File: config.mk
export PLATFORM = sky130hd
export DESIGN_NAME = tlc_ctrl
export DESIGN_NICKNAME = d
export VERILOG_FILES = /design/src/rtl/two_level_write_back_cache_unit_defines.svh /design/src/rtl/tlc_pkg.sv /design/src/rtl/tlc_ctrl.sv
export SDC_FILE = /design/constraint.sdc
export NUM_CORES = 1
export LEC_CHECK = 0
export ABC_CLOCK_PERIOD_IN_PS = 2380
export BUFFER_PORTS_ARGS = -buffer_cell sky130_fd_sc_hd__buf_2
export CORE_UTILIZATION = 54
export CTS_CLUSTER_SIZE = 30
export DETAILED_ROUTE_END_ITERATION = 10
export PLACE_DENSITY = 0.88
export SLEW_MARGIN = 30
export SYNTH_ARGS = -nofsm -noshare
export SYNTH_HDL_FRONTEND = slang
export SYNTH_SLANG_ARGS = --single-unit
File: constraint.sdc
create_clock -name clk_i -period 2.38 [get_ports clk_i]
set_input_delay 0.119 -clock clk_i [delete_from_list [all_inputs] [get_ports clk_i]]
set_output_delay 0.119 -clock clk_i [all_outputs]
set_load 0.02 [all_outputs]
File: src/rtl/two_level_write_back_cache_unit_defines.svh
// assertion macros for the two-level cache unit
// no dependencies
`ifndef TWO_LEVEL_WRITE_BACK_CACHE_UNIT_DEFINES_SVH
`define TWO_LEVEL_WRITE_BACK_CACHE_UNIT_DEFINES_SVH
`ifndef SYNTH
`define TLC_ASSERT(lbl, clk, rst_n, prop) \
  lbl: assert property (@(posedge clk) disable iff (!rst_n) prop) else $error("assert failed");
`define TLC_ASSERT_NORST(lbl, clk, prop) \
  lbl: assert property (@(posedge clk) prop) else $error("assert failed");
`else
`define TLC_ASSERT(lbl, clk, rst_n, prop)
`define TLC_ASSERT_NORST(lbl, clk, prop)
`endif
`endif

File: src/rtl/tlc_pkg.sv
// shared types and constants for the two-level cache unit
// no dependencies
`default_nettype none
package tlc_pkg;
  localparam int unsigned WordBits  = 32;
  localparam int unsigned LineWords = 4;
  localparam int unsigned L1Lines   = 256;
  localparam int unsigned L2Lines   = 512;
  localparam int unsigned MemLines  = 1024;
  localparam int unsigned AddrBits  = 12;
  localparam int unsigned CostBits  = 11;
  localparam int unsigned CfgIdxBits = 3;

  localparam logic [CfgIdxBits-1:0] CfgMemRd = 3'd0;
  localparam logic [CfgIdxBits-1:0] CfgMemWr = 3'd1;
  localparam logic [CfgIdxBits-1:0] CfgL1Rd  = 3'd2;
  localparam logic [CfgIdxBits-1:0] CfgL1Wr  = 3'd3;
  localparam logic [CfgIdxBits-1:0] CfgL2Rd  = 3'd4;

  // controller states, one-hot
  typedef enum logic [11:0] {
    StClear  = 12'b000000000001,
    StIdle   = 12'b000000000010,
    StL1Rd   = 12'b000000000100,
    StL1Chk  = 12'b000000001000,
    StL2Rd   = 12'b000000010000,
    StL2Chk  = 12'b000000100000,
    StMemWr  = 12'b000001000000,
    StMemRd  = 12'b000010000000,
    StMemFin = 12'b000100000000,
    StL2Fin  = 12'b001000000000,
    StL1Fin  = 12'b010000000000,
    StOut    = 12'b100000000000
  } tlc_state_e;

  // datapath commands
  typedef struct packed {
    logic clr_step;   // write zero to memory at clear pointer
    logic start;      // capture input item
    logic l1_rd;      // read l1 entry
    logic l2_rd_vict; // start l2 access for l1 victim
    logic l2_rd_fill; // start l2 access for fill line
    logic l2_rd;      // read l2 entry at current line
    logic mem_wr;     // write l2 victim to memory
    logic mem_rd;     // read memory at current line
    logic mem_fin;    // load memory line into l2
    logic l2_fin;     // finish l2 hit access
    logic l1_fin;     // finish word access into l1
    logic out_take;   // result taken
  } tlc_cmd_t;

  typedef struct packed {
    logic clr_done;
    logic l1_hit;
    logic l1_vict;    // l1 victim dirty
    logic l2_hit;
    logic l2_vict;    // l2 victim dirty
    logic in_vict;    // current l2 access is the victim write
  } tlc_sts_t;
endpackage
`default_nettype wire

File: src/rtl/tlc_ctrl.sv
// controller state machine sequencing l1, l2 and memory steps
// depends on tlc_pkg
`default_nettype none
module tlc_ctrl import tlc_pkg::*; (
  input  wire logic     clk_i,
  input  wire logic     rst_ni,
  input  wire logic     in_valid_i,
  output logic          in_ready_o,
  output logic          out_valid_o,
  input  wire logic     out_ready_i,
  input  wire tlc_sts_t sts_i,
  output tlc_cmd_t      cmd_o
);
  tlc_state_e state_q, state_d;
  always_ff @(posedge clk_i or negedge rst_ni) begin
    if (!rst_ni) state_q <= StClear;
    else state_q <= state_d;
  end

  always_comb begin
    state_d = state_q;
    cmd_o = '0;
    in_ready_o = 1'b0;
    out_valid_o = 1'b0;
    unique case (state_q)
      StClear: begin
        if (sts_i.clr_done) state_d = StIdle;
        else cmd_o.clr_step = 1'b1;
      end
      StIdle: begin
        in_ready_o = 1'b1;
        if (in_valid_i) begin
          cmd_o.start = 1'b1; state_d = StL1Rd;
        end
      end
      StL1Rd: begin
        cmd_o.l1_rd = 1'b1; state_d = StL1Chk;
      end
      StL1Chk: begin
        if (sts_i.l1_hit) state_d = StL1Fin;
        else begin
          if (sts_i.l1_vict) cmd_o.l2_rd_vict = 1'b1;
          else cmd_o.l2_rd_fill = 1'b1;
          state_d = StL2Rd;
        end
      end
      StL2Rd: begin
        cmd_o.l2_rd = 1'b1; state_d = StL2Chk;
      end
      StL2Chk: begin
        if (sts_i.l2_hit) state_d = StL2Fin;
        else if (sts_i.l2_vict) state_d = StMemWr;
        else state_d = StMemRd;
      end
      StMemWr: begin
        cmd_o.mem_wr = 1'b1; state_d = StMemRd;
      end
      StMemRd: begin
        cmd_o.mem_rd = 1'b1; state_d = StMemFin;
      end
      StMemFin: begin
        cmd_o.mem_fin = 1'b1;
        state_d = sts_i.in_vict ? StL2Rd : StL1Fin;
        if (sts_i.in_vict) cmd_o.l2_rd_fill = 1'b1;
      end
      StL2Fin: begin
        cmd_o.l2_fin = 1'b1;
        state_d = sts_i.in_vict ? StL2Rd : StL1Fin;
        if (sts_i.in_vict) cmd_o.l2_rd_fill = 1'b1;
      end
      StL1Fin: begin
        cmd_o.l1_fin = 1'b1; state_d = StOut;
      end
      StOut: begin
        out_valid_o = 1'b1;
        if (out_ready_i) begin
          cmd_o.out_take = 1'b1; state_d = StIdle;
        end
      end
      default: state_d = StIdle;
    endcase
  end
endmodule
`default_nettype wire

# After elaboration in Yosys (flattened, before gate mapping)
# Cells that the tools add are included.
[totals] ff_bits=12 in_bits=10 out_inout_bits=14 elab_cells=47
[classes] n_eq_ne=15 muxes=29 reduce_logical=2
[op_table] op="$pmux W12 S11" n=1
[op_table] op="$mux W12" n=4
[op_table] op="$mux W11" n=2
[op_table] op="$mux W1" n=19
[op_table] op="$eq A12 B1 Y1 const B" n=1
[op_table] op="$eq A12 B10 Y1 const B" n=1
[op_table] op="$eq A12 B11 Y1 const B" n=1
[op_table] op="$eq A12 B12 Y1 const B" n=1
[op_table] op="$eq A12 B2 Y1 const B" n=1
[op_table] op="$eq A12 B3 Y1 const B" n=1
[op_table] op="$eq A12 B4 Y1 const B" n=1
[op_table] op="$eq A12 B5 Y1 const B" n=1
[op_table] op="$eq A12 B6 Y1 const B" n=1
[op_table] op="$eq A12 B7 Y1 const B" n=1
[op_table] op="$eq A12 B8 Y1 const B" n=1
[op_table] op="$eq A12 B9 Y1 const B" n=1
[op_table] op="$mux W8" n=1
[op_table] op="$ne A2 B2 Y1 const B" n=3
[op_table] op="$reduce_and A3 Y1" n=1
[op_table] op="$mux W2" n=1
[op_table] op="$pmux W1 S2" n=1
[op_table] op="$reduce_or A2 Y1" n=1

# Depth between registers and ports, before layout
# Gate-level depths: netlist of run 1.
[depth] ltp_word=3 depth_mapped=5 mapped_depth_nobuf=4

# Worst setup path after synthesis of run 1
# OpenSTA, ideal clock, no wires.
[synth_timing] path_type="register to output" start="register state_q[8]" end="output cmd_o[4] (netlist name)" arrival_time_ns=1.682 required_ns=2.261 path_slack_ns=0.579 path_stages_with_launch=4 path_buffers=0 path_cell_list="dfrtp_1 -> nor4_2 -> nand2_1 -> nor4_1"
[synth_lines] item="start: declaration" line_no="tlc_ctrl.sv:14" source="tlc_state_e state_q, state_d;"
[synth_lines] item="start signal: assignment" line_no="tlc_ctrl.sv:16" source="if (!rst_ni) state_q <= StClear;"
[synth_lines] item="start signal: assignment" line_no="tlc_ctrl.sv:17" source="else state_q <= state_d;"
[synth_lines] item="end: declaration" line_no="tlc_ctrl.sv:12" source="output tlc_cmd_t cmd_o"

==> results of run 1 <==
cell families (layout without fill, tap and decap cells):
kind of cell,Yosys count,count (layout)
and+or+nand+nor,51,51
xor gates and xnor gates,3,3
buffers and inverters,9,34
AOI/OAI and AO/OA,11,11
DFF,12,12
area by class of cell:
class                   instances  area share [%]
clock buffers                   4            3.65
inverters                       6            2.27
multi-input cells              65            49.2
flip-flops and latches         12            30.4
well taps                      15            1.89
repair buffers                 24            12.6
through the flow:
step | utilization (%) | area (sq um) | setup WS, ps
global placement | 69.3 | 947 | 622
finish | 72.7 | 993 | 273
CTS | 72.7 | 993 | 254
detailed placement | 69.3 | 947 | 554
global route | 72.7 | 993 | 156
floorplan | - | 833 | 579
worst reg2reg max path, cell delays in order, from the launching register on:
cell and delay [ps]:
dfrtp_1 470, nor4_2 410, nand2_1 240, nor3_2 240, and3_2 220
Yosys cell counts (2+ instances only):
cell / instances / area [sq um]
nor3_2: 2 / 20.0
o21ai_0: 3 / 15.0
nor3_1: 4 / 20.0
inv_1: 6 / 22.5
dfrtp_1: 11 / 275
nand2_1: 3 / 11.3
nor2_1: 7 / 26.3
xnor2_1: 2 / 17.5
nor4_1: 5 / 31.3
nand2b_1: 3 / 18.8
a21oi_1: 3 / 15.0
nand2_2: 2 / 12.5
nor3b_1: 2 / 15.0
and2_1: 2 / 12.5
nor4_4: 3 / 63.8
and3_2: 3 / 22.5
and3_1: 3 / 18.8
cells in the final DEF, fill, tap and decap left out, drive strengths merged, types with 2 or more instances in the layout:
cell type and instances:
buf 23, dfrtp 11, nor4 9, nor2 7
inv 6, nor3 6, and3 6, nand2 5
o21ai 4, clkbuf 4, nand2b 3, a21oi 3
nor3b 2, xnor2 2, and2 2, nor2b 2
routing by layer:
layer,global-route usage (%),share of wire [%],vias to the layer above
li1,-,-,371
met1,26.2,43,337
met2,39.5,52,24
met3,9.78,5.0,2
met4,4.84,0.18,0
met5,0,0,-
power by group:
| part | switching [mW] | internal, mW | total, mW |
|---|---|---|---|
| Clock | 0.0689 | 0.0930 | 0.162 |
| Sequential | 0.0437 | 0.223 | 0.267 |
| Combinational | 0.152 | 0.113 | 0.265 |
worst max path at each step:
stage	depth (start not counted)	to	start	slack, ps
2_1_floorplan	3	cmd_o[4]	state_q[8]	580
3_3_place_gp	5	cmd_o[0]	state_q[4]	620
3_5_place_dp	5	cmd_o[0]	state_q[4]	550
4_1_cts	5	cmd_o[0]	state_q[4]	250
5_1_grt	5	cmd_o[0]	state_q[4]	160
6_report	5	cmd_o[6]	state_q[9]	270
==> results.toml, run 1 <==
[outcome]
status = "complete, no violations"

[synthesis]
synth-compound-area-share_pct = 9.46
synth_cell_types = 39
ys_seq_elements = 12
synth_xor_area_share_pct = 3.15
synth_top_family_by_area = "simple AND/OR/NAND/NOR gates"
synth_edf_count = 0
synthSimpleGateAreaFrac_pct = 46.1
synth_area_sq_um = 833
syn_inst = 86
ys.flop_type = "dfrtp_1"
muxShareOfSynthArea_pct = 0
synth_seq_area_share_pct = 36.2
avgSynthCellArea_sq_um = 9.69
ys_async_sr_fraction_pct = 100
synth_fa_ha_area_share_pct = 0
syn_nets = 96
yosys_warnings = 0

[layout]
multiInputGateArea_sq_um = 489
drive_above_1_share_pct = 42.3
regArea_sq_um = 302
largest_reg_flops = 12
diodes = 0
flow.area_growth_from_synthesis_pct = 19.2
top_register = "state_q"
top_regs = "state_q (12)"
nFillCells = 102
final-instance-count-excl-fill = 126
fin_nets = 122

[pwr]
power.leakage_nw = 0.470
power-per-cell-area_mw_per_mm2 = 699
max-vdd-ir-drop_mv = 0.487
power_uw = 694

[setup_path]
crit_path_start_kind = "register"
worst-r2r-cell-count = 4
worstReg2RegStart = "state_q[9]"
worstPathRequired_ps = 2260
cp_max_fo = 8
critPathBufInv = 1
crit_chain = "nor4_2, nand2_1, nor3_2, and3_2, buf_2"
cp.arrival_ps = 1990
rr_endpoint = "state_q[5]"
r2r_slack_ps = 750
path_delay_family = "simple AND/OR/NAND/NOR gates"
critPathSlowestCell = "dfrtp_1"
criticalPathCategory = "reg -> out"
slowest_delay_ps = 470
critPathCaptureType = "output pin"

[floorplan]
coreArea_sq_mm = 0.00137
fp.dieW_microns = 41.3
num_rows = 13
dieArea_sq_mm = 0.00170
start_util_pct = 61.0
die-height_microns = 41.3
design.portCount = 24

[grt]
grt_first_pass_wirelength_microns = 2460
track_usage_pct = 22.9
gr-total-overflow = 0
grt_pass1_vias = 602
antenna_found_initial = 0
grt_max_degree = 13

[clock_tree]
cts_tree = "built"
ctsHoldBuffers = 1
cts_max_level = 1
cts_sinks = 12
insertion_delay_ps = 270
root_buffer = "clkbuf_4"
clk_path_buf_depth = 2
cts_resized = 0
path_clk_slew_ps = 80
cts-buffers-inserted = 3
postCtsSetupBuffers = 0

[min_path]
min_path_type = "in -> reg"
holdPathStages = 2
whs_endpoint = "state_q[10]"
hp-start = "sts_i[0]"

[drt]
first_pass_iters = 4
drt_iter0_drc = 12
wire_per_inst_microns = 13.6
drc = 0
num_vias = 734
drtAntennaViolNets = 0
totalWireLength_microns = 1710
post_drt_via_cell_ratio = 5.83

[sta]
period_minus_slack_ps = 2110
drv_slew = 0
fin_crit_sh_pct = 88.5
rsz0062_at_grt = "false"
fin_hold_ws_ps = 55.6
relSlewSlack_pct = 75.0
fmax_ghz = 0.475
hold_viol = 0
setup_viol = 0
worstMarginPinSlew_ps = 372
skew_ps = 3.08
finalSetupTns_ps = 0

[placement]
placed_cells = 121
port_buffers = 23
place_congestion = 0.716
hpwl_microns = 1340

[job]
maxCapViolCount = 0
Power figures use the tool's default switching activity.
==> inputs of run 2 (changes only) <==
--- a/config.mk
+++ b/config.mk
@@ -7,10 +7,10 @@
 export LEC_CHECK = 0
 export ABC_CLOCK_PERIOD_IN_PS = 2380
 export BUFFER_PORTS_ARGS = -buffer_cell sky130_fd_sc_hd__buf_2
-export CORE_UTILIZATION = 54
+export CORE_UTILIZATION = 35
 export CTS_CLUSTER_SIZE = 30
 export DETAILED_ROUTE_END_ITERATION = 10
-export PLACE_DENSITY = 0.88
+export PLACE_DENSITY = 0.63
 export SLEW_MARGIN = 30
 export SYNTH_ARGS = -nofsm -noshare
 export SYNTH_HDL_FRONTEND = slang
==> run 2 against run 1 <==
Register-to-register slack about the same. Largest cell class unchanged. Critical path type unchanged. Largest power group unchanged. Sequential power about the same. Hold slack improved by 14 ps.
==> results.toml, run 2 (synthesis gave the netlist of run 1 again) <==
[setup_path]
cp.arrival_ps = 1990
worstPathRequired_ps = 2260
crit_path_start = "state_q[8]"
r2r_slack_ps = 740
critPathCaptureType = "output pin"
critPathSlowestCell = "dfrtp_1"
cp_max_fo = 6
cp-endpoint = "cmd_o[6]"
worst-r2r-cell-count = 4
rr_endpoint = "state_q[5]"
crit_path_start_kind = "register"
slowest_delay_ps = 460
crit_chain = "nor4_2, nand2_1, nor3_2, and3_2, buf_2"
criticalPathCategory = "reg -> out"
critPathBufInv = 1
cp.depth = 5
path_delay_family = "simple AND/OR/NAND/NOR gates"
worstReg2RegStart = "state_q[8]"

[floorplan]
start_util_pct = 37.3
fp.dieW_microns = 50.8
coreArea_sq_mm = 0.00223
die-height_microns = 50.8
dieArea_sq_mm = 0.00258
design.portCount = 24
num_rows = 17

[drt]
drc = 0
totalWireLength_microns = 1780
wire_per_inst_microns = 12.8
post_drt_via_cell_ratio = 5.24
num_vias = 729
drtAntennaViolNets = 0
drt_iter0_drc = 9
first_pass_iters = 3

[clock_tree]
cts-buffers-inserted = 3
clk_path_buf_depth = 2
cts_max_level = 1
postCtsSetupBuffers = 0
path_clk_slew_ps = 80
insertion_delay_ps = 260
root_buffer = "clkbuf_4"
cts_tree = "built"
cts_sinks = 12

[layout]
flow.area_growth_from_synthesis_pct = 21.2
final_cell_mix = "buf_2 (23), dfrtp_1 (11), nor2_1 (7), inv_1 (6), nor4_1 (5)"
drive_above_1_share_pct = 42.3
fin_nets = 122
largest_reg_flops = 12
final_common_cell = "buf_2"
top_regs = "state_q (12)"
final_core_util_pct = 45.2
top_register = "state_q"
final-instance-count-excl-fill = 139
diodes = 0

[sta]
setup_viol = 0
setup_slack_ps = 273
fin_hold_ws_ps = 69.8
fin_crit_sh_pct = 88.5
relSlewSlack_pct = 74.9
fmax_ghz = 0.475
skew_ps = 1.57
rsz0062_at_grt = "false"
period_minus_slack_ps = 2110
worstMarginPinSlew_ps = 373
drv_slew = 0
finalSetupTns_ps = 0
hold_viol = 0

[grt]
grt_pass1_vias = 708
gr-total-overflow = 0
grt_first_pass_wirelength_microns = 3120
antenna_found_initial = 0
track_usage_pct = 16.0
grt_max_degree = 13

[pwr]
p_switching_uw = 260
power.leakage_nw = 0.470
combinationalPowerShare_pct = 38.1
pwr-share-clk_pct = 23.0
max-vdd-ir-drop_mv = 0.310
power_frac_seq_pct = 38.8
internal_power_uw = 429
power-per-cell-area_mw_per_mm2 = 682
swShare_pct = 37.7

[placement]
hpwl_microns = 1360
post-place-ws_ps = 566
place_congestion = 0.742
placed_cells = 134
port_buffers = 23

[job]
maxCapViolCount = 0

[min_path]
min_path_type = "in -> reg"

[outcome]
status = "complete, no violations"
run 2: cell counts in the layout (fill, tap and decap cells not counted):
Identical to the previous run, type by type.
run 2: worst min path at each step:
stage                from     endpoint  depth (start not counted)
2_1_floorplan      rst_ni  state_q[10]                          0
3_3_place_gp       rst_ni   state_q[3]                          1
3_5_place_dp       rst_ni   state_q[1]                          1
4_1_cts          sts_i[0]  state_q[10]                          2
5_1_grt        in_valid_i   state_q[2]                          2
6_report       in_valid_i   state_q[2]                          2
run 2: final cells by class:
type                    instances  area, sq um
repair buffers                 24          125
flip-flops and latches         12          302
well taps                      28         35.0
inverters                       6         22.5
multi-input cells              65          489
clock buffers                   4         36.3
fillers                       236         1220
run 2: through the flow:
step                total power [mW]  cell area, sq um
floorplan                      0.467               833
global placement               0.529               963
detailed placement             0.538               963
CTS                            0.700              1010
global route                   0.741              1010
finish                         0.689              1010
run 2: repair_timing:
item | 4_1_cts | 5_1_grt
hold buffers | 1 | 0
hold endpoints to repair | 12 | 0
resized for setup | 0 | 0
run 2: metal layers:
layer,vias up,track usage (%),wire length [microns]
met2,14,26.4,861
met4,0,5.56,9
met5,-,0,0
met3,2,2.73,66
li1,367,-,-
met1,346,20.9,842
run 2: worst register-to-register path, cell delays in order (launching register included):
cell,delay (ps)
dfrtp_1,460
nor4_2,430
nand2_1,260
nor3_2,220
and3_2,210
run 2: power by group through the flow:
stage	registers, mW	logic (mW)	clock network [mW]
final	0.267	0.263	0.159
after global routing	0.270	0.294	0.177
after CTS	0.267	0.268	0.165
after detailed placement	0.271	0.266	0
after global placement	0.269	0.260	0
after floorplan	0.261	0.206	0
==> inputs of run 3 (changes only) <==
--- a/config.mk
+++ b/config.mk
@@ -7,10 +7,12 @@
 export LEC_CHECK = 0
 export ABC_CLOCK_PERIOD_IN_PS = 2380
 export BUFFER_PORTS_ARGS = -buffer_cell sky130_fd_sc_hd__buf_2
+export CELL_PAD_IN_SITES_DETAIL_PLACEMENT = 1
+export CELL_PAD_IN_SITES_GLOBAL_PLACEMENT = 1
 export CORE_UTILIZATION = 35
 export CTS_CLUSTER_SIZE = 30
 export DETAILED_ROUTE_END_ITERATION = 10
-export PLACE_DENSITY = 0.63
+export PLACE_DENSITY = 0.79
 export SLEW_MARGIN = 30
 export SYNTH_ARGS = -nofsm -noshare
 export SYNTH_HDL_FRONTEND = slang
==> run 3 against run 2 <==
Sequential share of layout area stayed put. Clock power is 3% higher. Die area stayed put. Worst setup slack worse by 12 ps. Core utilization stayed put. Final cell count stayed put. Total power is 1.3% higher. Non-clock buffer count stayed put. First-iteration DRC count is 56% lower. Critical path type unchanged. Largest cell class unchanged. Largest power group unchanged.
==> results.toml, run 3 (synthesis gave the netlist of run 1 again) <==
[drt]
post_drt_via_cell_ratio = 5.32
num_vias = 740
drt_iter0_drc = 4
drc = 0
first_pass_iters = 4
wire_per_inst_microns = 14.1
totalWireLength_microns = 1970
drtAntennaViolNets = 0

[min_path]
whs_endpoint = "state_q[2]"
min_path_type = "in -> reg"
holdPathStages = 2
hp-start = "in_valid_i"

[setup_path]
cp_max_fo = 8
critPathCaptureType = "output pin"
r2r_slack_ps = 730
crit_path_start_kind = "register"
criticalPathCategory = "reg -> out"
worst-r2r-cell-count = 4
worstPathRequired_ps = 2260
worstReg2RegStart = "state_q[9]"
rr_endpoint = "state_q[6]"
cp.arrival_ps = 2000

[pwr]
swShare_pct = 38.5
p_switching_uw = 269
pwr-share-clk_pct = 23.5
power_uw = 698
power-per-cell-area_mw_per_mm2 = 691
power_frac_seq_pct = 38.2
internal_power_uw = 429
power.leakage_nw = 0.470
max-vdd-ir-drop_mv = 0.331
combinationalPowerShare_pct = 38.2

[grt]
use_met2_pct = 33.3
use_met3_pct = 2.73
antenna_found_initial = 0
grt_max_degree = 13
grt_pass1_vias = 785
use_met1_pct = 22.3
grt_first_pass_wirelength_microns = 3530
track_usage_pct = 18.3
busiest_layer = "met2"
gr-total-overflow = 0

[floorplan]
num_rows = 17
fp.dieW_microns = 50.8
design.portCount = 24
dieArea_sq_mm = 0.00258
coreArea_sq_mm = 0.00223
start_util_pct = 37.3
die-height_microns = 50.8

[placement]
hpwl_microns = 1540
port_buffers = 23
place_congestion = 0.773

[clock_tree]
clk_path_buf_depth = 2
cts_resized = 0
cts_sinks = 12
cts_max_level = 1
cts_tree = "built"
path_clk_slew_ps = 80
postCtsSetupBuffers = 0
root_buffer = "clkbuf_4"
cts-buffers-inserted = 3
insertion_delay_ps = 270
ctsHoldBuffers = 1

[sta]
skew_ps = 2.71
worstMarginPinSlew_ps = 363
fmax_ghz = 0.472
drv_slew = 0
period_minus_slack_ps = 2120
setup_viol = 0
rsz0062_at_grt = "false"
fin_crit_sh_pct = 89.0
relSlewSlack_pct = 75.6
hold_viol = 0
finalSetupTns_ps = 0

[layout]
flow.area_growth_from_synthesis_pct = 21.2
diodes = 0
top_register = "state_q"
final_core_util_pct = 45.2
final_common_cell = "buf_2"
drive_above_1_share_pct = 42.3
top_regs = "state_q (12)"
fin_nets = 122
largest_reg_flops = 12
final_cell_mix = "buf_2 (23), dfrtp_1 (11), nor2_1 (7), inv_1 (6), nor4_1 (5)"

[outcome]
status = "complete, no violations"

[job]
maxCapViolCount = 0
[run 3: layout make-up]
type | instances | area, sq um
Fill cell | 271 | 1220
Multi-Input combinational cell | 65 | 489
Inverter | 6 | 22.5
Tap cell | 28 | 35.0
Clock buffer | 4 | 36.3
Timing Repair Buffer | 24 | 125
Sequential cell | 12 | 302
[run 3: layer usage]
layer  up-vias  part of all wire (%)
li1        364                     -
met1       363                    44
met2        13                    52
met3         0                   3.4
met4         0                     0
met5         -                     0
[run 3: how the worst max path moves through the flow]
stage,from,end,slack [ps],cells past startpoint
floorplan,state_q[8],cmd_o[4],580,3
global placement,state_q[4],cmd_o[0],610,5
CTS,state_q[9],cmd_o[6],230,5
global route,state_q[9],cmd_o[6],20,5
finish,state_q[9],cmd_o[6],260,5
detailed placement,state_q[9],cmd_o[6],540,5
[run 3: stage by stage]
step,cell area [sq um],setup slack (ps),hold WS (ps),instances
2_1_floorplan,833,579,-177,86
3_3_place_gp,963,611,11.4,134
3_5_place_dp,963,544,24.8,134
4_1_cts,1010,231,68.5,139
5_1_grt,1010,23.6,59.4,139
6_report,1010,261,69.7,139
[run 3: power by group through the flow]
stage / Clock, mW / Combinational (mW) / Sequential, mW
2_1_floorplan: 0 / 0.206 / 0.261
6_report: 0.164 / 0.267 / 0.267
3_3_place_gp: 0 / 0.260 / 0.270
4_1_cts: 0.170 / 0.273 / 0.266
5_1_grt: 0.181 / 0.297 / 0.273
3_5_place_dp: 0 / 0.271 / 0.270
[run 3: worst max-delay path, cell delays in order (launching register included)]
cell and delay [ps]:
dfrtp_1 480, nor4_2 410, nand2_1 240, nor3_2 240
and3_2 210, buf_2 150
